`src/design/ptcs_pkg.sv`:
```
// ----------------------------------------------------------------------------
// ptcs_pkg - shared types, codes and cue ROM for the tone cue sequencer
// Command codes, result word layout, pattern tables and priorities.
// ----------------------------------------------------------------------------
`default_nettype none

package ptcs_pkg;

  // longest pattern that is played; longer patterns are cut
  localparam int MAX_PATTERN_STEPS = 5;

  typedef enum logic [1:0] {
    CMD_TICK  = 2'd0,
    CMD_PLAY  = 2'd1,
    CMD_ALARM = 2'd2,
    CMD_STOP  = 2'd3
  } cmd_t;

  // configuration register indexes
  localparam logic CFG_ENABLE = 1'b0;
  localparam logic CFG_REPEAT = 1'b1;

  localparam logic [2:0] CUE_ALARM = 3'd5;
  localparam logic [2:0] PRIO_ALARM = 3'd5;
  localparam logic [15:0] REPEAT_RESET = 16'd5000;

  // result word; packs with tone_hz in the low bits
  typedef struct packed {
    logic        alarm_latched;
    logic [2:0]  current_cue;
    logic        sounding;
    logic [11:0] tone_hz;
  } res_t;

  function automatic logic [11:0] cue_hz(input logic [2:0] c, input logic [2:0] s);
    logic [11:0] hz;
    case ({c, s})
      {3'd0, 3'd0}: hz = 12'd2400;
      {3'd1, 3'd0}: hz = 12'd1400;
      {3'd2, 3'd0}: hz = 12'd1800;
      {3'd2, 3'd2}: hz = 12'd2400;
      {3'd3, 3'd0}: hz = 12'd1000;
      {3'd3, 3'd2}: hz = 12'd1000;
      {3'd4, 3'd0}: hz = 12'd1800;
      {3'd4, 3'd2}: hz = 12'd2200;
      {3'd4, 3'd4}: hz = 12'd2800;
      {3'd5, 3'd0}: hz = 12'd700;
      {3'd5, 3'd2}: hz = 12'd700;
      {3'd5, 3'd4}: hz = 12'd700;
      default:      hz = 12'd0;
    endcase
    return hz;
  endfunction

  function automatic logic [7:0] cue_ms(input logic [2:0] c, input logic [2:0] s);
    logic [7:0] ms;
    case ({c, s})
      {3'd0, 3'd0}: ms = 8'd35;
      {3'd1, 3'd0}: ms = 8'd60;
      {3'd2, 3'd0}: ms = 8'd70;
      {3'd2, 3'd1}: ms = 8'd45;
      {3'd2, 3'd2}: ms = 8'd90;
      {3'd3, 3'd0}: ms = 8'd180;
      {3'd3, 3'd1}: ms = 8'd100;
      {3'd3, 3'd2}: ms = 8'd180;
      {3'd4, 3'd0}: ms = 8'd100;
      {3'd4, 3'd1}: ms = 8'd80;
      {3'd4, 3'd2}: ms = 8'd100;
      {3'd4, 3'd3}: ms = 8'd80;
      {3'd4, 3'd4}: ms = 8'd150;
      {3'd5, 3'd0}: ms = 8'd250;
      {3'd5, 3'd1}: ms = 8'd120;
      {3'd5, 3'd2}: ms = 8'd250;
      {3'd5, 3'd3}: ms = 8'd120;
      {3'd5, 3'd4}: ms = 8'd250;
      default:      ms = 8'd0;
    endcase
    return ms;
  endfunction

  // number of steps played, already cut to MAX_PATTERN_STEPS
  function automatic logic [3:0] cue_steps(input logic [2:0] c);
    logic [3:0] n;
    case (c)
      3'd0, 3'd1: n = 4'd1;
      3'd2, 3'd3: n = 4'd3;
      3'd4, 3'd5: n = 4'd5;
      default:    n = 4'd0;
    endcase
    if (n > 4'(MAX_PATTERN_STEPS)) begin
      n = 4'(MAX_PATTERN_STEPS);
    end
    return n;
  endfunction

  function automatic logic [2:0] cue_prio(input logic [2:0] c);
    logic [2:0] p;
    case (c)
      3'd0, 3'd1: p = 3'd1;
      3'd2:       p = 3'd2;
      3'd3:       p = 3'd4;
      3'd4:       p = 3'd3;
      3'd5:       p = PRIO_ALARM;
      default:    p = 3'd0;
    endcase
    return p;
  endfunction

endpackage

`default_nettype wire

```
`src/design/ptcs_core.sv`:
```
// ----------------------------------------------------------------------------
// ptcs_core - cue sequencer state and command decode
// Applies one command per accepted word and forms the result word.
// ----------------------------------------------------------------------------
`default_nettype none

module ptcs_core #(
  parameter int GAP_BITS = 16
) (
  input  wire logic            clk,
  input  wire logic            rst,
  input  wire logic            cfg_valid,
  input  wire logic            cfg_index,
  input  wire logic [15:0]     cfg_data,
  input  wire logic            accept,
  input  wire ptcs_pkg::cmd_t  cmd,
  input  wire logic [2:0]      cue,
  input  wire logic            alarm_request,
  output ptcs_pkg::res_t       res
);
  import ptcs_pkg::*;

  localparam int CW = (GAP_BITS > 16) ? GAP_BITS : 16;
  localparam logic [GAP_BITS-1:0] GAP_MAX = {GAP_BITS{1'b1}};

  logic                enable;
  logic [15:0]         alarm_repeat_ms;

  logic                pattern_busy, pattern_busy_next;
  logic [2:0]          pattern_cue, pattern_cue_next;
  logic [2:0]          step_number, step_number_next;
  logic [2:0]          busy_priority, busy_priority_next;
  logic [7:0]          step_elapsed, step_elapsed_next;
  logic [GAP_BITS-1:0] alarm_gap, alarm_gap_next;
  logic                alarm_mode, alarm_mode_next;
  logic [11:0]         tone_reg, tone_reg_next;

  logic [7:0]          dur;
  logic [7:0]          elapsed_inc;
  logic [3:0]          step_inc;
  logic [CW-1:0]       repeat_ext;
  logic [GAP_BITS-1:0] repeat_sat;

  always_ff @(posedge clk) begin
    if (rst) begin
      enable          <= 1'b0;
      alarm_repeat_ms <= REPEAT_RESET;
    end else if (cfg_valid) begin
      if (cfg_index == CFG_ENABLE) begin
        enable <= cfg_data[0];
      end else begin
        alarm_repeat_ms <= cfg_data;
      end
    end
  end

  assign dur         = cue_ms(pattern_cue, step_number);
  assign elapsed_inc = (step_elapsed != 8'hFF) ? step_elapsed + 8'd1 : step_elapsed;
  assign step_inc    = {1'b0, step_number} + 4'd1;
  assign repeat_ext  = CW'(alarm_repeat_ms);
  assign repeat_sat  = (repeat_ext > CW'(GAP_MAX)) ? GAP_MAX : GAP_BITS'(repeat_ext);

  always_comb begin
    pattern_busy_next  = pattern_busy;
    pattern_cue_next   = pattern_cue;
    step_number_next   = step_number;
    busy_priority_next = busy_priority;
    step_elapsed_next  = step_elapsed;
    alarm_gap_next     = alarm_gap;
    alarm_mode_next    = alarm_mode;
    tone_reg_next      = tone_reg;

    if (accept && enable) begin
      unique case (cmd)
        CMD_TICK: begin
          if (alarm_gap != GAP_MAX) begin
            alarm_gap_next = alarm_gap + GAP_BITS'(1);
          end
          if (pattern_busy) begin
            if (elapsed_inc >= dur) begin
              if (step_inc >= cue_steps(pattern_cue)) begin
                if (pattern_cue == CUE_ALARM) begin
                  alarm_gap_next = '0;
                end
                pattern_busy_next  = 1'b0;
                step_number_next   = 3'd0;
                busy_priority_next = 3'd0;
                step_elapsed_next  = 8'd0;
                tone_reg_next      = 12'd0;
              end else begin
                step_number_next  = step_inc[2:0];
                tone_reg_next     = cue_hz(pattern_cue, step_inc[2:0]);
                step_elapsed_next = 8'd0;
              end
            end else begin
              step_elapsed_next = elapsed_inc;
            end
          end
          // alarm replay once the gap has run out
          if (alarm_mode && !pattern_busy_next && (CW'(alarm_gap_next) >= repeat_ext)) begin
            pattern_cue_next   = CUE_ALARM;
            pattern_busy_next  = 1'b1;
            step_number_next   = 3'd0;
            busy_priority_next = PRIO_ALARM;
            tone_reg_next      = cue_hz(CUE_ALARM, 3'd0);
            step_elapsed_next  = 8'd0;
          end
        end
        CMD_PLAY: begin
          if (cue <= CUE_ALARM && !(pattern_busy && cue_prio(cue) < busy_priority)) begin
            pattern_cue_next   = cue;
            pattern_busy_next  = 1'b1;
            step_number_next   = 3'd0;
            busy_priority_next = cue_prio(cue);
            tone_reg_next      = cue_hz(cue, 3'd0);
            step_elapsed_next  = 8'd0;
          end
        end
        CMD_ALARM: begin
          if (alarm_request != alarm_mode) begin
            alarm_mode_next = alarm_request;
            if (alarm_request) begin
              alarm_gap_next     = repeat_sat;
              pattern_cue_next   = CUE_ALARM;
              pattern_busy_next  = 1'b1;
              step_number_next   = 3'd0;
              busy_priority_next = PRIO_ALARM;
              tone_reg_next      = cue_hz(CUE_ALARM, 3'd0);
              step_elapsed_next  = 8'd0;
            end else if (pattern_busy && pattern_cue == CUE_ALARM) begin
              pattern_busy_next  = 1'b0;
              step_number_next   = 3'd0;
              busy_priority_next = 3'd0;
              step_elapsed_next  = 8'd0;
              tone_reg_next      = 12'd0;
            end
          end
        end
        CMD_STOP: begin
          pattern_busy_next  = 1'b0;
          step_number_next   = 3'd0;
          busy_priority_next = 3'd0;
          step_elapsed_next  = 8'd0;
          tone_reg_next      = 12'd0;
        end
      endcase
    end
  end

  always_ff @(posedge clk) begin
    if (rst) begin
      pattern_busy  <= 1'b0;
      pattern_cue   <= 3'd0;
      step_number   <= 3'd0;
      busy_priority <= 3'd0;
      step_elapsed  <= 8'd0;
      alarm_gap     <= '0;
      alarm_mode    <= 1'b0;
      tone_reg      <= 12'd0;
    end else begin
      pattern_busy  <= pattern_busy_next;
      pattern_cue   <= pattern_cue_next;
      step_number   <= step_number_next;
      busy_priority <= busy_priority_next;
      step_elapsed  <= step_elapsed_next;
      alarm_gap     <= alarm_gap_next;
      alarm_mode    <= alarm_mode_next;
      tone_reg      <= tone_reg_next;
    end
  end

  // result reflects the state after this command
  always_comb begin
    res.tone_hz       = enable ? tone_reg_next : 12'd0;
    res.sounding      = pattern_busy_next;
    res.current_cue   = pattern_cue_next;
    res.alarm_latched = alarm_mode_next;
  end

`ifndef SYNTHESIS
  a_idle_silent: assert property (@(posedge clk) disable iff (rst)
    !pattern_busy |-> (tone_reg == 12'd0 && busy_priority == 3'd0 && step_number == 3'd0))
    else $error("idle sequencer holds tone or step state");

  a_step_in_range: assert property (@(posedge clk) disable iff (rst)
    pattern_busy |-> ({1'b0, step_number} < cue_steps(pattern_cue)))
    else $error("step number beyond pattern length");

  a_prio_matches: assert property (@(posedge clk) disable iff (rst)
    pattern_busy |-> (busy_priority == cue_prio(pattern_cue)))
    else $error("busy priority does not match playing cue");
`endif

endmodule

`default_nettype wire

```
`src/design/ptcs_out_buf.sv`:
```
// ----------------------------------------------------------------------------
// ptcs_out_buf - two-entry result buffer
// Head register plus skid register between core and output stream.
// ----------------------------------------------------------------------------
`default_nettype none

module ptcs_out_buf (
  input  wire logic           clk,
  input  wire logic           rst,
  input  wire logic           push,
  input  wire ptcs_pkg::res_t din,
  output logic                room,
  output logic                out_valid,
  input  wire logic           out_ready,
  output ptcs_pkg::res_t      dout
);
  import ptcs_pkg::*;

  logic [1:0] count;
  res_t       head;
  res_t       skid;
  logic       pop;

  assign room      = (count != 2'd2);
  assign out_valid = (count != 2'd0);
  assign pop       = out_valid && out_ready;
  assign dout      = head;

  always_ff @(posedge clk) begin
    if (rst) begin
      count <= 2'd0;
    end else begin
      count <= count + {1'b0, push} - {1'b0, pop};
    end
  end

  always_ff @(posedge clk) begin
    if (pop) begin
      if (count == 2'd2) begin
        head <= skid;
        if (push) begin
          skid <= din;
        end
      end else if (push) begin
        head <= din;
      end
    end else if (push) begin
      if (count == 2'd0) begin
        head <= din;
      end else begin
        skid <= din;
      end
    end
  end

`ifndef SYNTHESIS
  a_count_up: assert property (@(posedge clk) disable iff (rst)
    (push && !pop) |=> (count == $past(count) + 2'd1))
    else $error("buffer count lost a word");
`endif

endmodule

`default_nettype wire

```
`src/design/priority_tone_cue_sequencer.sv`:
```
// ----------------------------------------------------------------------------
// priority_tone_cue_sequencer - buzzer cue sequencer with priorities
// Plays ROM tone patterns on command, times steps on 1 ms ticks, and
// replays the alarm pattern after a configurable idle gap.
// ----------------------------------------------------------------------------
//
//  channel  dir  handshake           payload
//  -------  ---  ------------------  -----------------------------------------
//  s_*      in   s_tvalid/s_tready   tuser: cmd; tdata: cue, alarm_request
//  m_*      out  m_tvalid/m_tready   tdata: tone_hz, sounding, cue, alarm
//  cfg_*    in   cfg_valid/cfg_ready index 0 enable, index 1 alarm_repeat_ms
//
//  One command word per clock while s_tready is high. Each accepted word updates
//  the sequencer state in that cycle and its result word is registered in the buffer.
//  A two-entry result buffer lets input flow while the output is stalled;
//  s_tready drops only when both entries hold unread results.
//  Synchronous active-high reset sets sequencer, config and buffer count; no clearing pass.
//  cfg_ready is always high; write config only while the block is idle.
//
`default_nettype none

module priority_tone_cue_sequencer #(
  parameter int GAP_BITS = 16
) (
  input  wire logic        clk,
  input  wire logic        rst,
  // command stream
  input  wire logic        s_tvalid,
  output logic             s_tready,
  input  wire logic [7:0]  s_tdata,   // [2:0] cue, [3] alarm_request, [7:4] zero
  input  wire logic [1:0]  s_tuser,   // [1:0] cmd
  // result stream
  output logic             m_tvalid,
  input  wire logic        m_tready,
  output logic [23:0]      m_tdata,   // [11:0] tone_hz, [12] sounding,
                                      // [15:13] current_cue, [16] alarm_latched,
                                      // [23:17] zero
  // configuration writes
  input  wire logic        cfg_valid,
  output logic             cfg_ready,
  input  wire logic        cfg_index,
  input  wire logic [15:0] cfg_data
);
  import ptcs_pkg::*;

  logic  accept;
  res_t  res;
  res_t  res_out;
  logic  room;

  assign cfg_ready = 1'b1;
  assign s_tready  = room;
  assign accept    = s_tvalid && room;

  ptcs_core #(
    .GAP_BITS (GAP_BITS)
  ) u_core (
    .clk           (clk),
    .rst           (rst),
    .cfg_valid     (cfg_valid),
    .cfg_index     (cfg_index),
    .cfg_data      (cfg_data),
    .accept        (accept),
    .cmd           (cmd_t'(s_tuser)),
    .cue           (s_tdata[2:0]),
    .alarm_request (s_tdata[3]),
    .res           (res)
  );

  // result register with skid entry
  ptcs_out_buf u_out (
    .clk       (clk),
    .rst       (rst),
    .push      (accept),
    .din       (res),
    .room      (room),
    .out_valid (m_tvalid),
    .out_ready (m_tready),
    .dout      (res_out)
  );

  assign m_tdata = {7'd0, res_out};

endmodule

`default_nettype wire

```
`config.mk`:
```
export PLATFORM = sky130hd
export DESIGN_NAME = priority_tone_cue_sequencer
export DESIGN_NICKNAME = d
export VERILOG_FILES = /design/src/design/ptcs_pkg.sv /design/src/design/ptcs_core.sv /design/src/design/ptcs_out_buf.sv /design/src/design/priority_tone_cue_sequencer.sv
export SDC_FILE = /design/constraint.sdc
export NUM_CORES = 1
export LEC_CHECK = 0
export ABC_AREA = 1
export ABC_CLOCK_PERIOD_IN_PS = 5600
export BUFFER_PORTS_ARGS = -buffer_cell sky130_fd_sc_hd__buf_2
export CAP_MARGIN = 15
export CORE_MARGIN = 2
export CORE_UTILIZATION = 50
export CTS_BUF_LIST = sky130_fd_sc_hd__clkbuf_4
export DETAILED_ROUTE_END_ITERATION = 7
export GPL_ROUTABILITY_DRIVEN = 0
export HOLD_SLACK_MARGIN = 0.1
export PLACE_DENSITY_LB_ADDON = 0.3
export SETUP_SLACK_MARGIN = 0.5
export SYNTH_ARGS = -nofsm -noshare
export SYNTH_HDL_FRONTEND = slang
export SYNTH_HIERARCHICAL = 1
export SYNTH_SLANG_ARGS = --single-unit
```
`constraint.sdc`:
```
create_clock -name clk -period 5.6 [get_ports clk]
set_input_delay 0.56 -clock clk [delete_from_list [all_inputs] [get_ports clk]]
set_output_delay 0.56 -clock clk [all_outputs]
set_load 0.03 [all_outputs]
```
* Word level (Yosys, flattened, before mapping)
Memories as Yosys holds them, arrays and structs flattened.
Cells that the tools add are included.
** Operators by class
- $lt $le $gt $ge :: 7
- Bitwise logic cells :: 1
- Eq/ne operators :: 39
- Multiplexer cells :: 93
- Add/sub/neg operators :: 5
- Reduce and logical (&&, ||, !) cells :: 37
** Operator list (count)
- 16-bit 2-to-1 mux :: 10
- 17-bit 2-to-1 mux :: 9
- 12-bit 2-to-1 mux :: 10
- 12-bit case mux with 7 select lines :: 1
- 3-bit 2-to-1 mux :: 22
- 8-bit 2-to-1 mux :: 8
- 12-bit case mux with 5 select lines :: 1
- 12-bit case mux with 4 select lines :: 1
- 6-bit equality test, second input constant :: 6
- 4-bit 2-to-1 mux :: 9
- 16-bit case mux with 2 select lines :: 1
- 8-bit case mux with 4 select lines :: 1
- 6-bit by 5-bit equality test with 1-bit output, second input constant :: 4
- 3-bit case mux with 4 select lines :: 2
- 3-bit case mux with 3 select lines :: 2
- 16-bit by 1-bit adder with 16-bit output, second input constant :: 1
- 16-bit >= comparator :: 1
- 16-bit greater-than comparator, second input constant :: 1
- 16-bit inequality test, second input constant :: 1
- 2-bit OR reduction :: 8
- 3-bit case mux with 5 select lines :: 1
- 1-bit 2-to-1 mux :: 14
- 3-bit by 2-bit equality test with 1-bit output, second input constant :: 4
- 3-bit equality test, second input constant :: 4
- 34 further kinds :: 60
** Storage, ports and cells
- Register bits :: 100
- Output and inout port bits :: 27
- Bits of input ports :: 32
- Memories :: 1
- ROM bits :: 512
- Word-level logic and storage cells :: 202
** Memories
- (name not given) :: words 64, width 8, rd ports 1, clocked after memory_dff 0, wr ports 0, RTL line ptcs_pkg.sv:57 : case ({c, s})

* Depth between registers and ports, before layout
Gate-level depths: netlist (run 1).
- Depth after elaboration :: 29
- Mapped depth :: 39
- Depth with buffers taken out :: 38

* Cells and area by module
The synthesis (run 1) kept the hierarchy.
** Modules (own cells, without submodules)
- ptcs_core :: seq. area each 1281.2 um2, times used 1, area an instance 5139.9 um2, cells an instance 830
- ptcs_out_buf :: seq. area each 1061.0 um2, times used 1, area an instance 1376.3 um2, cells an instance 109
- priority_tone_cue_sequencer :: seq. area each 0.0 um2, times used 1, area an instance 75.1 um2, cells an instance 12

* Least setup slack after synthesis (run 1)
No wires, ideal clock.
- Kind :: reg2reg
- Start point :: reg u_core.step_elapsed[1]
- End point :: reg u_out.head, in the netlist u_out/dout[0], data pin
- Cell stages (with the launch flop) :: 32
- Arrival :: 3.997 ns
- Clock period less this slack :: 4.249 ns
- Setup time :: 0.252 ns
- Required time :: 5.348 ns
- Path slack :: 1.351 ns
- Path buffers :: 1
- Cell sequence :: dfxtp_1 > ha_1 > nand2_1 > nor3b_1 > inv_2 > nor2_1 > nand2_1 > nand2_1 > xor2_1 > inv_1 > ha_1 > a21oi_1 > o21a_1 > nand2_1 > nand3_2 > buf_2 > nand2_1 > inv_2 > ha_1 > nand4_1 > nor3_1 > nand3_1 > nand3_1 > nand3_2 > nand2_2 > inv_2 > nand2_1 > nand2_2 > inv_2 > nor3_1 > nand2_1 > nand2_1
** RTL lines
- from (decl) :: RTL line ptcs_core.sv:33 : logic [7:0] step_elapsed, step_elapsed_next;
- from (signal assigned) :: RTL line ptcs_core.sv:165 : step_elapsed <= step_elapsed_next;
- to (signal assigned) :: RTL line ptcs_out_buf.sv:40 : head <= skid;
- to (signal assigned) :: RTL line ptcs_out_buf.sv:45 : head <= din;
- to (signal assigned) :: RTL line ptcs_out_buf.sv:49 : head <= din;
- to (decl) :: RTL line ptcs_out_buf.sv:20 : res_t head;

==> results of run 1 <==
worst register-to-register path: cells and delay by family, from the launching register on:
kind | cells | cell delay (ns)
compound gates | 6 | 0.72
xor+xnor | 1 | 0.18
fa+ha+maj | 3 | 0.76
buf+inv | 6 | 0.66
flops | 1 | 0.38
simple gates | 15 | 1.81
worst min path at each step:
stage	from	endpoint	slack, ns	depth (start not counted)
global route	cfg_data[9]	u_core/alarm_repeat_ms[9]$_SDFFE_PP1P_	0.26	3
CTS	cfg_data[9]	u_core/alarm_repeat_ms[9]$_SDFFE_PP1P_	0.27	3
floorplan	u_core/tone_reg[0]$_SDFF_PP0_	u_core/tone_reg[0]$_SDFF_PP0_	0.42	2
detailed placement	u_core/tone_reg[1]$_SDFF_PP0_	u_core/tone_reg[1]$_SDFF_PP0_	0.44	2
finish	cfg_data[9]	u_core/alarm_repeat_ms[9]$_SDFFE_PP1P_	0.29	3
global placement	u_core/tone_reg[1]$_SDFF_PP0_	u_core/tone_reg[1]$_SDFF_PP0_	0.43	2
synth_stat cells (2+ instances only):
library cell,number
sky130_fd_sc_hd__nand2_1,240
sky130_fd_sc_hd__inv_1,107
sky130_fd_sc_hd__nor2_1,101
sky130_fd_sc_hd__a21oi_1,84
sky130_fd_sc_hd__dfxtp_1,66
sky130_fd_sc_hd__o21ai_0,44
sky130_fd_sc_hd__nand3_1,39
sky130_fd_sc_hd__ha_1,38
sky130_fd_sc_hd__edfxtp_1,34
sky130_fd_sc_hd__inv_2,31
sky130_fd_sc_hd__o21ai_1,22
sky130_fd_sc_hd__clkbuf_1,15
sky130_fd_sc_hd__nor3_1,14
sky130_fd_sc_hd__nand4_1,13
sky130_fd_sc_hd__buf_4,11
sky130_fd_sc_hd__o211ai_1,9
sky130_fd_sc_hd__buf_2,8
sky130_fd_sc_hd__a31oi_1,6
sky130_fd_sc_hd__nand2_2,6
sky130_fd_sc_hd__o22ai_1,6
sky130_fd_sc_hd__xnor2_1,6
sky130_fd_sc_hd__xor2_1,6
sky130_fd_sc_hd__nand3_2,4
sky130_fd_sc_hd__nor2_2,4
sky130_fd_sc_hd__or2_2,4
sky130_fd_sc_hd__a211oi_1,3
sky130_fd_sc_hd__a21oi_2,3
sky130_fd_sc_hd__a22oi_1,3
sky130_fd_sc_hd__o21a_1,3
sky130_fd_sc_hd__a221oi_1,2
sky130_fd_sc_hd__buf_6,2
sky130_fd_sc_hd__conb_1,2
sky130_fd_sc_hd__o221ai_1,2
what timing repair did:
item	CTS	global route
endpoints found under the setup margin	11	59
pin swaps	1	4
gates resized for setup	2	18
buffers inserted	3	12
cells in the final DEF (no fill, tap or decap), drive strengths merged, types with 4 or more instances in the layout:
master,n
conb,8
ha,38
nor3,16
or2,4
nand4,14
clkbuf,9
nand3,44
nor2,107
o211ai,9
inv,140
a21oi,87
o21ai,66
buf,66
nand2,246
dfxtp,66
o22ai,6
a31oi,7
edfxtp,34
xnor2,6
xor2,6
power by group through the flow:
stage / logic [mW] / clock network (mW) / registers [mW]
2_1_floorplan: 0.169 / 0 / 0.841
6_report: 0.259 / 0.391 / 0.803
3_5_place_dp: 0.253 / 0 / 0.819
4_1_cts: 0.255 / 0.404 / 0.803
5_1_grt: 0.291 / 0.431 / 0.807
3_3_place_gp: 0.250 / 0 / 0.818
per-layer routing:
metal | routed length [um] | up-vias
met5 | 0 | -
met4 | 260 | 0
met3 | 863 | 23
met2 | 6998 | 189
met1 | 7400 | 2740
li1 | - | 3190
cell families after synthesis:
group / Yosys count / share of synthesized area
AO/OA/AOI/OAI: 190 / 0.1619
buffers and inverters: 175 / 0.1097
XOR/XNOR: 12 / 0.01595
adder cells (fa/ha/maj): 38 / 0.07213
AND/OR/NAND/NOR: 434 / 0.2838
other: 2 / 0.001139
flip-flops: 100 / 0.3554
layout make-up:
cell class | count | area share
clock inverter | 7 | 0.01004
tap | 172 | 0.02977
clock buffer | 9 | 0.009347
timing repair buffer | 66 | 0.05262
multi-input combinational | 682 | 0.5006
sequential | 100 | 0.3251
inverter | 139 | 0.07253
through the flow:
step / setup slack, ns / std cells
floorplan: 1.351 / 957
global placement: 0.3593 / 1144
finish: 0.8489 / 1175
global route: 0.4455 / 1175
detailed placement: 0.3012 / 1144
CTS: 0.5067 / 1163
==> parameters.txt, run 1 <==
Parameter                              Value

CTS
  Total clock sinks ... 100
  Clock buffers created by TritonCTS ... 9
  Clock Pin Slew Worst Setup and Hold Paths ... roughly 0.15 ns
  Clock root buffer ... sky130_fd_sc_hd__clkbuf_4
  Hold bufs inserted after CTS ... 0
  Source-to-sink clock delay at the later pin of the worst-skew pair ... 0.50 ns
  Maximum clock insertion buffer count ... 2
  CTS tree ... done
  H-tree depth ... 3

STA
  Post-route fraction of the period consumed by the critical path ... 0.8484
  Final Hold Viols ... 0
  Setup repair after global routing missed its margin ... no
  Post-Route Skew ... between 0.02 and 0.03 ns
  Final Critical Period ... around 4.8 ns
  Max Transition Viols Final ... 0
  Final Setup Violations ... 0
  Fmax ... roughly 210 MHz
  Actual transition at the worst max-transition pin ... 1.062 ns
  Setup TNS ... 0 ns
  Max_slew headroom ... 0.2911
  Hold Slack ... 0.2931 ns

Critical path
  Number of gates on the worst path with buffers counted ... 31
  Origin of the critical flop-to-flop path ... u_core/step_elapsed[1]$_SDFFE_PP0P_
  Reg2reg end ... u_out/dout[3]$_DFFE_PP_
  Largest fanout of any net on the critical path ... 7
  Crit path buffers/inverters ... 6
  Worst setup path startpoint ... u_core/step_elapsed[1]$_SDFFE_PP0P_
  Data required time of the critical path ... 5.86 ns
  CP max-delay cell ... sky130_fd_sc_hd__dfxtp_2
  Cells on worst reg2reg path ... 31
  Register-to-Register Setup Slack ... approximately 0.85 ns
  CP dominant cell by count ... sky130_fd_sc_hd__nand2_2
  Delay of the slowest cell on the worst path ... around 0.38 ns
  CP Capture Type ... flop
  Worst Setup Start Kind ... flop
  CP delay by family, top ... simple AND/OR/NAND/NOR gates
  Critical Path Sink ... u_out/dout[3]$_DFFE_PP_
  Worst EP arrival ... approximately 5 ns
  Type of the worst setup path ... flop to flop

Synthesis
  Flops & latches, synth ... 100
  Fraction of synthesis flops using an asynchronous set or reset pin ... 0
  Number of warning messages in the yosys log ... 6
  Share of Yosys cell area claimed by the top area cell type ... 0.2005
  Commonest register cell after synthesis ... sky130_fd_sc_hd__dfxtp_1
  Most area-hungry cell type in the Yosys netlist ... sky130_fd_sc_hd__dfxtp_1
  Number of distinct library cell variants in the gate-level netlist after synthesis ... between 40 and 50
  Number of flops mapped to enable cells by yosys ... 34
  Area of the mapped netlist ... 0.006591 mm2
  Cells taking the most area after synthesis ... sky130_fd_sc_hd__dfxtp_1 (20%), sky130_fd_sc_hd__edfxtp_1 (15%), sky130_fd_sc_hd__nand2_1 (14%)
  Post-synthesis sequential area ratio ... 0.3554
  Synthesized netlist cell count ... between 900 and 1000
  Mean area per synthesized cell ... slightly below 7 um2

GRT
  Global-route wire length before repair ... ~26 mm
  Met1 GRT Util ... 0.3112
  Met3 global-route usage ... 0.04358
  Largest net degree at the start of global routing ... 36
  Initial antenna violation count ... 0
  Remaining global-route overflow ... 0
  Aggregate global-route resource usage ... 0.2279
  Busiest layer in global routing ... met2
  Met2 Use GR ... 0.3732
  Vias in the first global route ... between 5000 and 6000

Routing
  Remaining routing DRC violations ... 0
  Count of vias placed by the detailed router ... 6142
  Violation count after the first detailed-route iteration ... approximately 370
  Post-DR vias/cell ... about 5.2
  Number of antenna-violating nets in the routed design ... 0
  Drt pass-1 iters ... 5
  DR WL/cell ... around 13 um
  Total routed wirelength ... 15.52 mm

Pwr
  Logic pwr share ... 0.179
  Power density over the cells ... 201.0 mW/mm2
  Switching Power ... between 0.4 and 0.5 mW
  VDD IR max ... 0.0001190 V
  Leakage Power ... ~3.4 nW
  Seq pwr share ... 0.553
  Relative contribution of the clock network to total power ... 0.269
  Fraction of power spent switching nets ... 0.3105
  Total power ... approximately 1.5 mW
  Internal portion of total power ... 1.002 mW

Floorplanning
  Effective utilization at floorplan ... 0.5181
  Die span in y ... ~120 um
  Placement row count ... 41
  Die Footprint ... between 0.01 and 0.015 mm2
  Overall die width ... around 120 um
  Placeable core region ... ~0.013 mm2
  Number of top-level pins ... between 50 and 60

Cells and area
  Area growth from synthesis to layout ... 9.662%
  Diodes inserted ... 0
  Final Util ... 0.5682
  NumNets Final ... about 1100
  Share of post-route cells with drive strength above 1 ... 0.1575
  Area of the multi-input gates ... approximately 0.0036 mm2
  Combined flip-flop and latch cell area ... around 0.0023 mm2
  Fillers ... 1251
  Finished Cell Area ... slightly above 0.007 mm2

Run
  Total of max-cap violations ... 0

Hold path
  Type of the worst min-delay path ... input pin to flop

Place
  Half-perimeter wire length after detailed placement ... 11.43 mm
  Count of input and output buffers ... 46
  Placement-stage cell area ... about 0.007 mm2

Status
  Outcome ... complete, no violations
Power figures use the tool's default switching activity.
==> inputs of run 2 (changes only) <==
Settings changed: ABC_CLOCK_PERIOD_IN_PS 5600 to 4900.
Clock period 5.6 ns to 4.9 ns, I/O delays scaled along.
==> run 2 against run 1 <==
Utilization is 5.9 points higher. Design area is 10% higher. Setup slack worse by 0.41 ns. Hold slack worse by 0.069 ns. Flip-flop and latch count stayed put. Critical path type unchanged. Die area stayed put. Clock power is 13% higher. Global-route usage is 1.5 points higher. Cell count is 3.4% higher. Clock-buffer cell count stayed put.
==> parameters.txt, run 2 (synthesis gave the netlist of run 1 again) <==
Parameter                              Value

Status
  Outcome ... complete, no violations (unchanged)

Pwr
  VDD IR max ... 0.0001422 V (was 0.0001190 V)
  Leakage Power ... 3.663 nW (was 3.380 nW)
  Total power ... 1.697 mW (was 1.453 mW)
  Power density over the cells ... 212.9 mW/mm2 (was 201.0 mW/mm2)

STA
  Final Hold Viols ... 0 (unchanged)
  Worst path setup slack after routing ... 0.4414 ns (was 0.8489 ns)
  Actual transition at the worst max-transition pin ... 1.098 ns (was 1.062 ns)
  Setup TNS ... 0 ns (unchanged)
  Max_slew headroom ... 0.2655 (was 0.2911)
  Setup repair after global routing missed its margin ... yes (was no)
  Final Setup Violations ... 0 (unchanged)
  Fmax ... 224.3 MHz (was 210.5 MHz)
  Hold Slack ... 0.2243 ns (was 0.2931 ns)
  Post-route fraction of the period consumed by the critical path ... 0.9099 (was 0.8484)
  Max Transition Viols Final ... 0 (unchanged)
  Final Critical Period ... 4.459 ns (was 4.751 ns)
  Post-Route Skew ... 0.03335 ns (was 0.02948 ns)

GRT
  Global-route wire length before repair ... 27.99 mm (was 26.38 mm)
  Remaining global-route overflow ... 0 (unchanged)
  Largest net degree at the start of global routing ... 36 (unchanged)
  Vias in the first global route ... 5995 (was 5476)
  Initial antenna violation count ... 1 (was 0)
  Aggregate global-route resource usage ... 0.2430 (was 0.2279)

Cells and area
  Final standard cell count with taps included and fillers excluded ... 1215 (was 1175)
  Most used cells in the layout excluding fill and tap cells ... sky130_fd_sc_hd__nand2_1 (224), sky130_fd_sc_hd__inv_1 (103), sky130_fd_sc_hd__nor2_1 (94) (was sky130_fd_sc_hd__nand2_1 (236), sky130_fd_sc_hd__inv_1 (107), sky130_fd_sc_hd__nor2_1 (100))
  Finished Cell Area ... 0.007974 mm2 (was 0.007228 mm2)
  Final Util ... 0.6268 (was 0.5682)
  NumNets Final ... 1107 (was 1068)
  Leading cell type in the layout, fill and taps excluded ... sky130_fd_sc_hd__nand2_1 (unchanged)
  Share of post-route cells with drive strength above 1 ... 0.2514 (was 0.1575)
  Area growth from synthesis to layout ... 20.98% (was 9.662%)

Place
  Half-perimeter wire length after detailed placement ... 12.04 mm (was 11.43 mm)
  Worst setup slack before clock tree synthesis ... -0.04158 ns (was 0.3012 ns)
  Placement-stage cell area ... 0.007057 mm2 (was 0.006899 mm2)
  Count of input and output buffers ... 46 (unchanged)
  Placed instance count ... 1165 (was 1144)

Floorplanning
  Effective utilization at floorplan ... 0.5181 (unchanged)
  Die Footprint ... 0.01412 mm2 (unchanged)
  Die span in y ... 118.8 um (unchanged)
  Overall die width ... 118.8 um (unchanged)
  Number of top-level pins ... 59 (unchanged)
  Placeable core region ... 0.01272 mm2 (unchanged)
  Placement row count ... 41 (unchanged)

Critical path
  CP delay by family, top ... simple AND/OR/NAND/NOR gates (unchanged)
  CP dominant cell by count ... sky130_fd_sc_hd__inv_2 (was sky130_fd_sc_hd__nand2_2)
  Worst Setup Start Kind ... flop (unchanged)
  Delay of the slowest cell on the worst path ... 0.40 ns (was 0.38 ns)
  CP max-delay cell ... sky130_fd_sc_hd__dfxtp_2 (unchanged)
  Worst EP arrival ... 4.72 ns (was 5.01 ns)
  CP Capture Type ... flop (unchanged)
  Data required time of the critical path ... 5.16 ns (was 5.86 ns)
  Largest fanout of any net on the critical path ... 8 (was 7)
  Crit path buffers/inverters ... 8 (was 6)
  Type of the worst setup path ... flop to flop (unchanged)

CTS
  Source-to-sink clock delay at the later pin of the worst-skew pair ... 0.51 ns (was 0.50 ns)
  Clock buffers created by TritonCTS ... 9 (unchanged)
  Clock root buffer ... sky130_fd_sc_hd__clkbuf_4 (unchanged)
  H-tree depth ... 3 (unchanged)
  CTS tree ... done (unchanged)
  Total clock sinks ... 100 (unchanged)
  Maximum clock insertion buffer count ... 2 (unchanged)
  Clock Pin Slew Worst Setup and Hold Paths ... 0.19 ns (was 0.15 ns)

Routing
  Post-DR vias/cell ... 5.347 (was 5.227)
  Count of vias placed by the detailed router ... 6497 (was 6142)
  DR WL/cell ... 14.27 um (was 13.21 um)
  Total routed wirelength ... 17.34 mm (was 15.52 mm)
  Remaining routing DRC violations ... 0 (unchanged)
  Violation count after the first detailed-route iteration ... 465 (was 365)
  Drt pass-1 iters ... 5 (unchanged)
  Number of antenna-violating nets in the routed design ... 0 (unchanged)

Hold path
  Type of the worst min-delay path ... input pin to flop (unchanged)

Run
  Total of max-cap violations ... 0 (unchanged)
## run 2: changes by cell type in the layout (fill, tap and decap cells not counted), moves of 5 or more
| cell | before | now |
|---|---|---|
| sky130_fd_sc_hd__buf_4 | 20 | 46 |
| sky130_fd_sc_hd__nand3_1 | 38 | 29 |
| sky130_fd_sc_hd__nor2_1 | 100 | 94 |
| sky130_fd_sc_hd__nand3_2 | 3 | 12 |
| sky130_fd_sc_hd__nand2_4 | 0 | 7 |
| sky130_fd_sc_hd__a21oi_2 | 3 | 12 |
| sky130_fd_sc_hd__nand2_2 | 10 | 15 |
| sky130_fd_sc_hd__ha_4 | 0 | 8 |
| sky130_fd_sc_hd__nand2_1 | 236 | 224 |
| sky130_fd_sc_hd__a21oi_1 | 84 | 74 |
| sky130_fd_sc_hd__ha_1 | 38 | 30 |
| sky130_fd_sc_hd__buf_6 | 0 | 13 |
## run 2: layout make-up
type	count	area [um2]
inverter	139	535.5
clock inverter	7	65.06
multi-input combinational	682	4011
antenna	1	2.502
timing repair buffer	105	721.9
clock buffer	9	67.56
fill	1186	4748
sequential	100	2355
tap	172	215.2
## run 2: power breakdown
part	switching [mW]	total (mW)	internal [mW]	leakage [nW]
Combinational	0.230	0.341	0.110	2.71
Clock	0.322	0.440	0.118	0.0714
Sequential	0.0190	0.917	0.898	0.878
Total	0.571	1.70	1.13	3.66
## run 2: timing repair
action,CTS,global route
setup endpoints to repair,62,62
setup buffers,22,10
hold buffers,0,0
resized for setup,51,74
gates cloned,0,1
pin swaps,26,36
## run 2: final timing paths
path                            depth (start not counted)                               startpoint  slack (ns)                                      end
worst min-delay path                                    3                              cfg_data[8]        0.22   u_core/alarm_repeat_ms[8]$_SDFFE_PP1P_
worst max-delay path                                   31      u_core/step_elapsed[0]$_SDFFE_PP0P_        0.44                 u_out/dout[11]$_DFFE_PP_
worst min register to register                          2  u_core/alarm_repeat_ms[13]$_SDFFE_PP0P_        0.49  u_core/alarm_repeat_ms[13]$_SDFFE_PP0P_
worst max register to register                         31      u_core/step_elapsed[0]$_SDFFE_PP0P_        0.44                 u_out/dout[11]$_DFFE_PP_
## run 2: worst register-to-register path, delay by kind of cell (launching register included)
family                   cells  cell delay, ns
AND/OR/NAND/NOR             18            2.00
buffers and inverters        8            0.78
adder cells (fa/ha/maj)      3            0.69
AO/OA/AOI/OAI                2            0.35
flip-flops                   1            0.40
## run 2: metal layers
metal | part of all wire | track usage | vias to the layer above
met5 | 0 | 0 | -
met3 | 0.064 | 0.03640 | 46
met1 | 0.44 | 0.3131 | 2897
met4 | 0.030 | 0.1138 | 0
li1 | - | - | 3278
met2 | 0.46 | 0.4005 | 276
==> inputs of run 3 (changes only) <==
Settings changed: ABC_AREA 1 to unset, CORE_ASPECT_RATIO set to 1.1, CORE_MARGIN 2 to unset.
==> run 3 against run 2 <==
The run now ends with negative setup slack left. Clock power down 12%. Synthesized cell count down 14%. Via count up 3.2%. Global-route usage up 1.9 points. Clock-buffer cell count up 2. Critical endpoint is now u_out/dout[6]$_DFFE_PP_.
==> parameters.txt, run 3 <==
Parameter                              Value

Routing
  Remaining routing DRC violations ... 0 (unchanged)
  Number of antenna-violating nets in the routed design ... 0 (unchanged)
  Post-DR vias/cell ... 6.021 (was 5.347)
  DR WL/cell ... 17.04 um (was 14.27 um)
  Total routed wirelength ... 18.99 mm (was 17.34 mm)
  Drt pass-1 iters ... 6 (was 5)
  Count of vias placed by the detailed router ... 6707 (was 6497)
  Violation count after the first detailed-route iteration ... 500 (was 465)

Floorplanning
  Placeable core region ... 0.01338 mm2 (was 0.01272 mm2)
  Die Footprint ... 0.01439 mm2 (was 0.01412 mm2)
  Number of top-level pins ... 59 (unchanged)
  Effective utilization at floorplan ... 0.5200 (was 0.5181)
  Die span in y ... 125.7 um (was 118.8 um)
  Placement row count ... 44 (was 41)
  Overall die width ... 114.5 um (was 118.8 um)

Hold path
  Min-Delay Startpoint ... cfg_data[12] (was cfg_data[8])
  Worst Hold Path Cells ... 3 (unchanged)
  Endpoint, Worst Hold ... u_core/alarm_repeat_ms[12]$_SDFFE_PP1P_ (was u_core/alarm_repeat_ms[8]$_SDFFE_PP1P_)
  Type of the worst min-delay path ... input pin to flop (unchanged)

Pwr
  Relative contribution of the clock network to total power ... 0.245 (was 0.259)
  VDD IR max ... 0.0001048 V (was 0.0001422 V)
  Logic pwr share ... 0.177 (was 0.201)
  Internal portion of total power ... 1.104 mW (was 1.126 mW)
  Leakage Power ... 3.453 nW (was 3.663 nW)
  Seq pwr share ... 0.578 (was 0.540)
  Switching Power ... 0.4724 mW (was 0.5714 mW)
  Power density over the cells ... 180.3 mW/mm2 (was 212.9 mW/mm2)
  Fraction of power spent switching nets ... 0.2996 (was 0.3366)

STA
  Setup repair after global routing missed its margin ... yes (unchanged)
  Fmax ... 199.6 MHz (was 224.3 MHz)
  Max_slew headroom ... 0.2274 (was 0.2655)
  Final Critical Period ... 5.011 ns (was 4.459 ns)
  Actual transition at the worst max-transition pin ... 1.155 ns (was 1.098 ns)
  Final Hold Viols ... 0 (unchanged)
  Max Transition Viols Final ... 0 (unchanged)
  Worst path setup slack after routing ... -0.1106 ns (was 0.4414 ns)
  Post-Route Skew ... 0.01537 ns (was 0.03335 ns)
  Hold Slack ... 0.2114 ns (was 0.2243 ns)
  Final Setup Violations ... 12 (was 0)
  Post-route fraction of the period consumed by the critical path ... 1.023 (was 0.9099)

Synthesis
  Fraction of synthesis flops using an asynchronous set or reset pin ... 0 (unchanged)
  Cells taking the most area after synthesis ... sky130_fd_sc_hd__dfxtp_1 (19%), sky130_fd_sc_hd__edfxtp_1 (15%), sky130_fd_sc_hd__ha_1 (6.8%) (was sky130_fd_sc_hd__dfxtp_1 (20%), sky130_fd_sc_hd__edfxtp_1 (15%), sky130_fd_sc_hd__nand2_1 (14%))
  Commonest register cell after synthesis ... sky130_fd_sc_hd__dfxtp_1 (unchanged)
  Post-synthesis sequential area ratio ... 0.3367 (was 0.3554)
  Number of distinct library cell variants in the gate-level netlist after synthesis ... 82 (was 46)
  Number of flops mapped to enable cells by yosys ... 34 (unchanged)
  Synthesized netlist cell count ... 822 (was 951)
  Flops & latches, synth ... 100 (unchanged)
  Dominant cell by count in the synthesized netlist ... sky130_fd_sc_hd__nand2_1 (unchanged)
  Top cells by count, synth ... sky130_fd_sc_hd__nand2_1 (102), sky130_fd_sc_hd__dfxtp_1 (66), sky130_fd_sc_hd__nor2_1 (66) (was sky130_fd_sc_hd__nand2_1 (240), sky130_fd_sc_hd__inv_1 (107), sky130_fd_sc_hd__nor2_1 (101))
  Area of the mapped netlist ... 0.006957 mm2 (was 0.006591 mm2)
  Share of Yosys cell area claimed by the top area cell type ... 0.1899 (was 0.2005)
  Most area-hungry cell type in the Yosys netlist ... sky130_fd_sc_hd__dfxtp_1 (unchanged)
  Mean area per synthesized cell ... 8.463 um2 (was 6.931 um2)
  Number of warning messages in the yosys log ... 6 (unchanged)

GRT
  Global-route wire length before repair ... 30.25 mm (was 27.99 mm)
  Aggregate global-route resource usage ... 0.2615 (was 0.2430)
  Remaining global-route overflow ... 0 (unchanged)
  Vias in the first global route ... 6322 (was 5995)
  Initial antenna violation count ... 1 (unchanged)
  Largest net degree at the start of global routing ... 41 (was 36)

Place
  Count of input and output buffers ... 46 (unchanged)
  Placed instance count ... 1071 (was 1165)
  Half-perimeter wire length after detailed placement ... 13.09 mm (was 12.04 mm)

Run
  Total of max-cap violations ... 0 (unchanged)

Critical path
  Type of the worst setup path ... flop to flop (unchanged)
  Delay of the slowest cell on the worst path ... 0.39 ns (was 0.40 ns)
  CP Capture Type ... flop (unchanged)
  Worst Setup Start Kind ... flop (unchanged)
  Crit path buffers/inverters ... 5 (was 8)
  Origin of the critical flop-to-flop path ... u_core/step_elapsed[0]$_SDFFE_PP0P_ (unchanged)
  Register-to-Register Setup Slack ... -0.11 ns (was 0.44 ns)
  CP max-delay cell ... sky130_fd_sc_hd__dfxtp_4 (was sky130_fd_sc_hd__dfxtp_2)
  Worst EP arrival ... 5.26 ns (was 4.72 ns)
  Worst setup path startpoint ... u_core/step_elapsed[0]$_SDFFE_PP0P_ (unchanged)
  CP delay by family, top ... compound AO/OA/AOI/OAI gates (was simple AND/OR/NAND/NOR gates)
  Data required time of the critical path ... 5.14 ns (was 5.16 ns)
  Cells on worst reg2reg path ... 26 (was 31)
  CP dominant cell by count ... sky130_fd_sc_hd__buf_6 (was sky130_fd_sc_hd__inv_2)
  Largest fanout of any net on the critical path ... 7 (was 8)
  Reg2reg end ... u_out/dout[6]$_DFFE_PP_ (was u_out/dout[11]$_DFFE_PP_)

Cells and area
  NumNets Final ... 994 (was 1107)
  Leading cell type in the layout, fill and taps excluded ... sky130_fd_sc_hd__nand2_1 (unchanged)
  Area growth from synthesis to layout ... 25.70% (was 20.98%)
  Share of post-route cells with drive strength above 1 ... 0.3251 (was 0.2514)
  Most used cells in the layout excluding fill and tap cells ... sky130_fd_sc_hd__nand2_1 (99), sky130_fd_sc_hd__buf_4 (76), sky130_fd_sc_hd__nor2_1 (60) (was sky130_fd_sc_hd__nand2_1 (224), sky130_fd_sc_hd__inv_1 (103), sky130_fd_sc_hd__nor2_1 (94))
  Final standard cell count with taps included and fillers excluded ... 1114 (was 1215)

CTS
  Total clock sinks ... 100 (unchanged)
  Clock buffers created by TritonCTS ... 9 (unchanged)
  CTS tree ... done (unchanged)
  H-tree depth ... 3 (unchanged)
  Clock root buffer ... sky130_fd_sc_hd__clkbuf_4 (unchanged)
  Clock Pin Slew Worst Setup and Hold Paths ... 0.15 ns (was 0.19 ns)
  Source-to-sink clock delay at the later pin of the worst-skew pair ... 0.48 ns (was 0.51 ns)
  Maximum clock insertion buffer count ... 2 (unchanged)

Status
  Outcome ... complete, but fails checks (was complete, no violations)
  Failing checks ... negative setup slack
run 3: cell types whose count changed in the layout (fill, tap and decap cells not counted), moves of 12 or more:
cell / delta
sky130_fd_sc_hd__nand2_1: -125
sky130_fd_sc_hd__buf_4: +30
sky130_fd_sc_hd__nor2_1: -34
sky130_fd_sc_hd__inv_1: -72
sky130_fd_sc_hd__inv_2: -28
sky130_fd_sc_hd__mux2i_1: +12
sky130_fd_sc_hd__a21oi_1: -27
sky130_fd_sc_hd__nor2b_1: +18
sky130_fd_sc_hd__o21ai_1: -15
sky130_fd_sc_hd__mux2_4: +16
run 3: cell families after synthesis:
family	synth area share
XOR/XNOR	0.02140
multiplexers	0.05899
flip-flops	0.3367
AND/OR/NAND/NOR	0.2272
adder cells (fa/ha/maj)	0.06978
other	0.001080
AO/OA/AOI/OAI	0.2205
buffers and inverters	0.06439
run 3: how the worst max path moves through the flow:
stage,end,slack (ns),cells past startpoint
2_1_floorplan,u_out/dout[2]$_DFFE_PP_,-0.05,26
3_5_place_dp,u_out/dout[0]$_DFFE_PP_,-0.38,22
5_1_grt,u_out/dout[3]$_DFFE_PP_,-0.23,24
3_3_place_gp,u_out/dout[1]$_DFFE_PP_,-0.21,22
4_1_cts,u_out/dout[9]$_DFFE_PP_,-0.08,24
6_report,u_out/dout[6]$_DFFE_PP_,-0.11,26
run 3: metrics by stage:
stage               power [mW]  utilization  area (um2)  setup TNS (ns)  setup WS, ns
CTS                      1.577       0.6284        8407         -0.3628      -0.08240
global placement         1.170       0.5853        7830          -1.517       -0.2141
floorplan                1.110            -        7118         -0.2529      -0.04962
detailed placement       1.179       0.5853        7830          -5.673       -0.3774
finish                   1.577       0.6537        8745         -0.7215       -0.1106
global route             1.648       0.6537        8745          -3.794       -0.2279
run 3: worst register-to-register path: stages (launching register included):
cell,delay [ns]
sky130_fd_sc_hd__dfxtp_4,0.39
sky130_fd_sc_hd__ha_4,0.15
sky130_fd_sc_hd__nand2_4,0.06
sky130_fd_sc_hd__nor2_4,0.09
sky130_fd_sc_hd__and3_4,0.21
sky130_fd_sc_hd__nor2_4,0.04
sky130_fd_sc_hd__buf_6,0.12
sky130_fd_sc_hd__xor2_2,0.14
sky130_fd_sc_hd__ha_1,0.28
sky130_fd_sc_hd__o21a_1,0.13
sky130_fd_sc_hd__o21ai_2,0.07
sky130_fd_sc_hd__o211a_4,0.27
sky130_fd_sc_hd__nor4_4,0.36
sky130_fd_sc_hd__buf_6,0.19
sky130_fd_sc_hd__buf_6,0.12
sky130_fd_sc_hd__a311oi_4,0.04
sky130_fd_sc_hd__ha_1,0.34
sky130_fd_sc_hd__nand4_1,0.16
sky130_fd_sc_hd__nor3_2,0.23
sky130_fd_sc_hd__a32oi_1,0.16
sky130_fd_sc_hd__a31oi_2,0.28
sky130_fd_sc_hd__a21oi_4,0.16
sky130_fd_sc_hd__buf_6,0.18
sky130_fd_sc_hd__buf_6,0.12
sky130_fd_sc_hd__a21oi_4,0.17
sky130_fd_sc_hd__nor3b_2,0.07
sky130_fd_sc_hd__mux2_4,0.26
run 3: layout make-up:
cell class / instances / area [um2]
antenna: 1 / 2.502
clock buffer: 11 / 82.58
sequential: 100 / 2359
timing repair buffer: 147 / 1107
fill: 1055 / 4633
tap: 184 / 230.2
inverter: 34 / 127.6
clock inverter: 5 / 28.78
multi-input combinational: 632 / 4807
run 3: per-layer routing:
| metal | global-route usage | vias up | part of all wire |
|---|---|---|---|
| li1 | - | 3158 | - |
| met4 | 0.1207 | 0 | 0.036 |
| met3 | 0.04187 | 57 | 0.062 |
| met1 | 0.3176 | 3193 | 0.41 |
| met2 | 0.4506 | 299 | 0.49 |
| met5 | 0 | - | 0 |
run 3: power by group through the flow:
stage / clock [mW] / sequential [mW] / combinational (mW)
floorplan: 0 / 0.953 / 0.156
global placement: 0 / 0.929 / 0.241
detailed placement: 0 / 0.931 / 0.248
CTS: 0.405 / 0.911 / 0.261
global route: 0.431 / 0.916 / 0.301
finish: 0.386 / 0.912 / 0.279
run 3: timing repair:
action | in CTS | in global routing
pin swaps | 38 | 12
buffers inserted | 14 | 12
cloned | 0 | 0
endpoints found under the hold margin | 0 | 0
setup endpoints to repair | 62 | 62
hold buffers | 0 | 0
resized for setup | 83 | 45
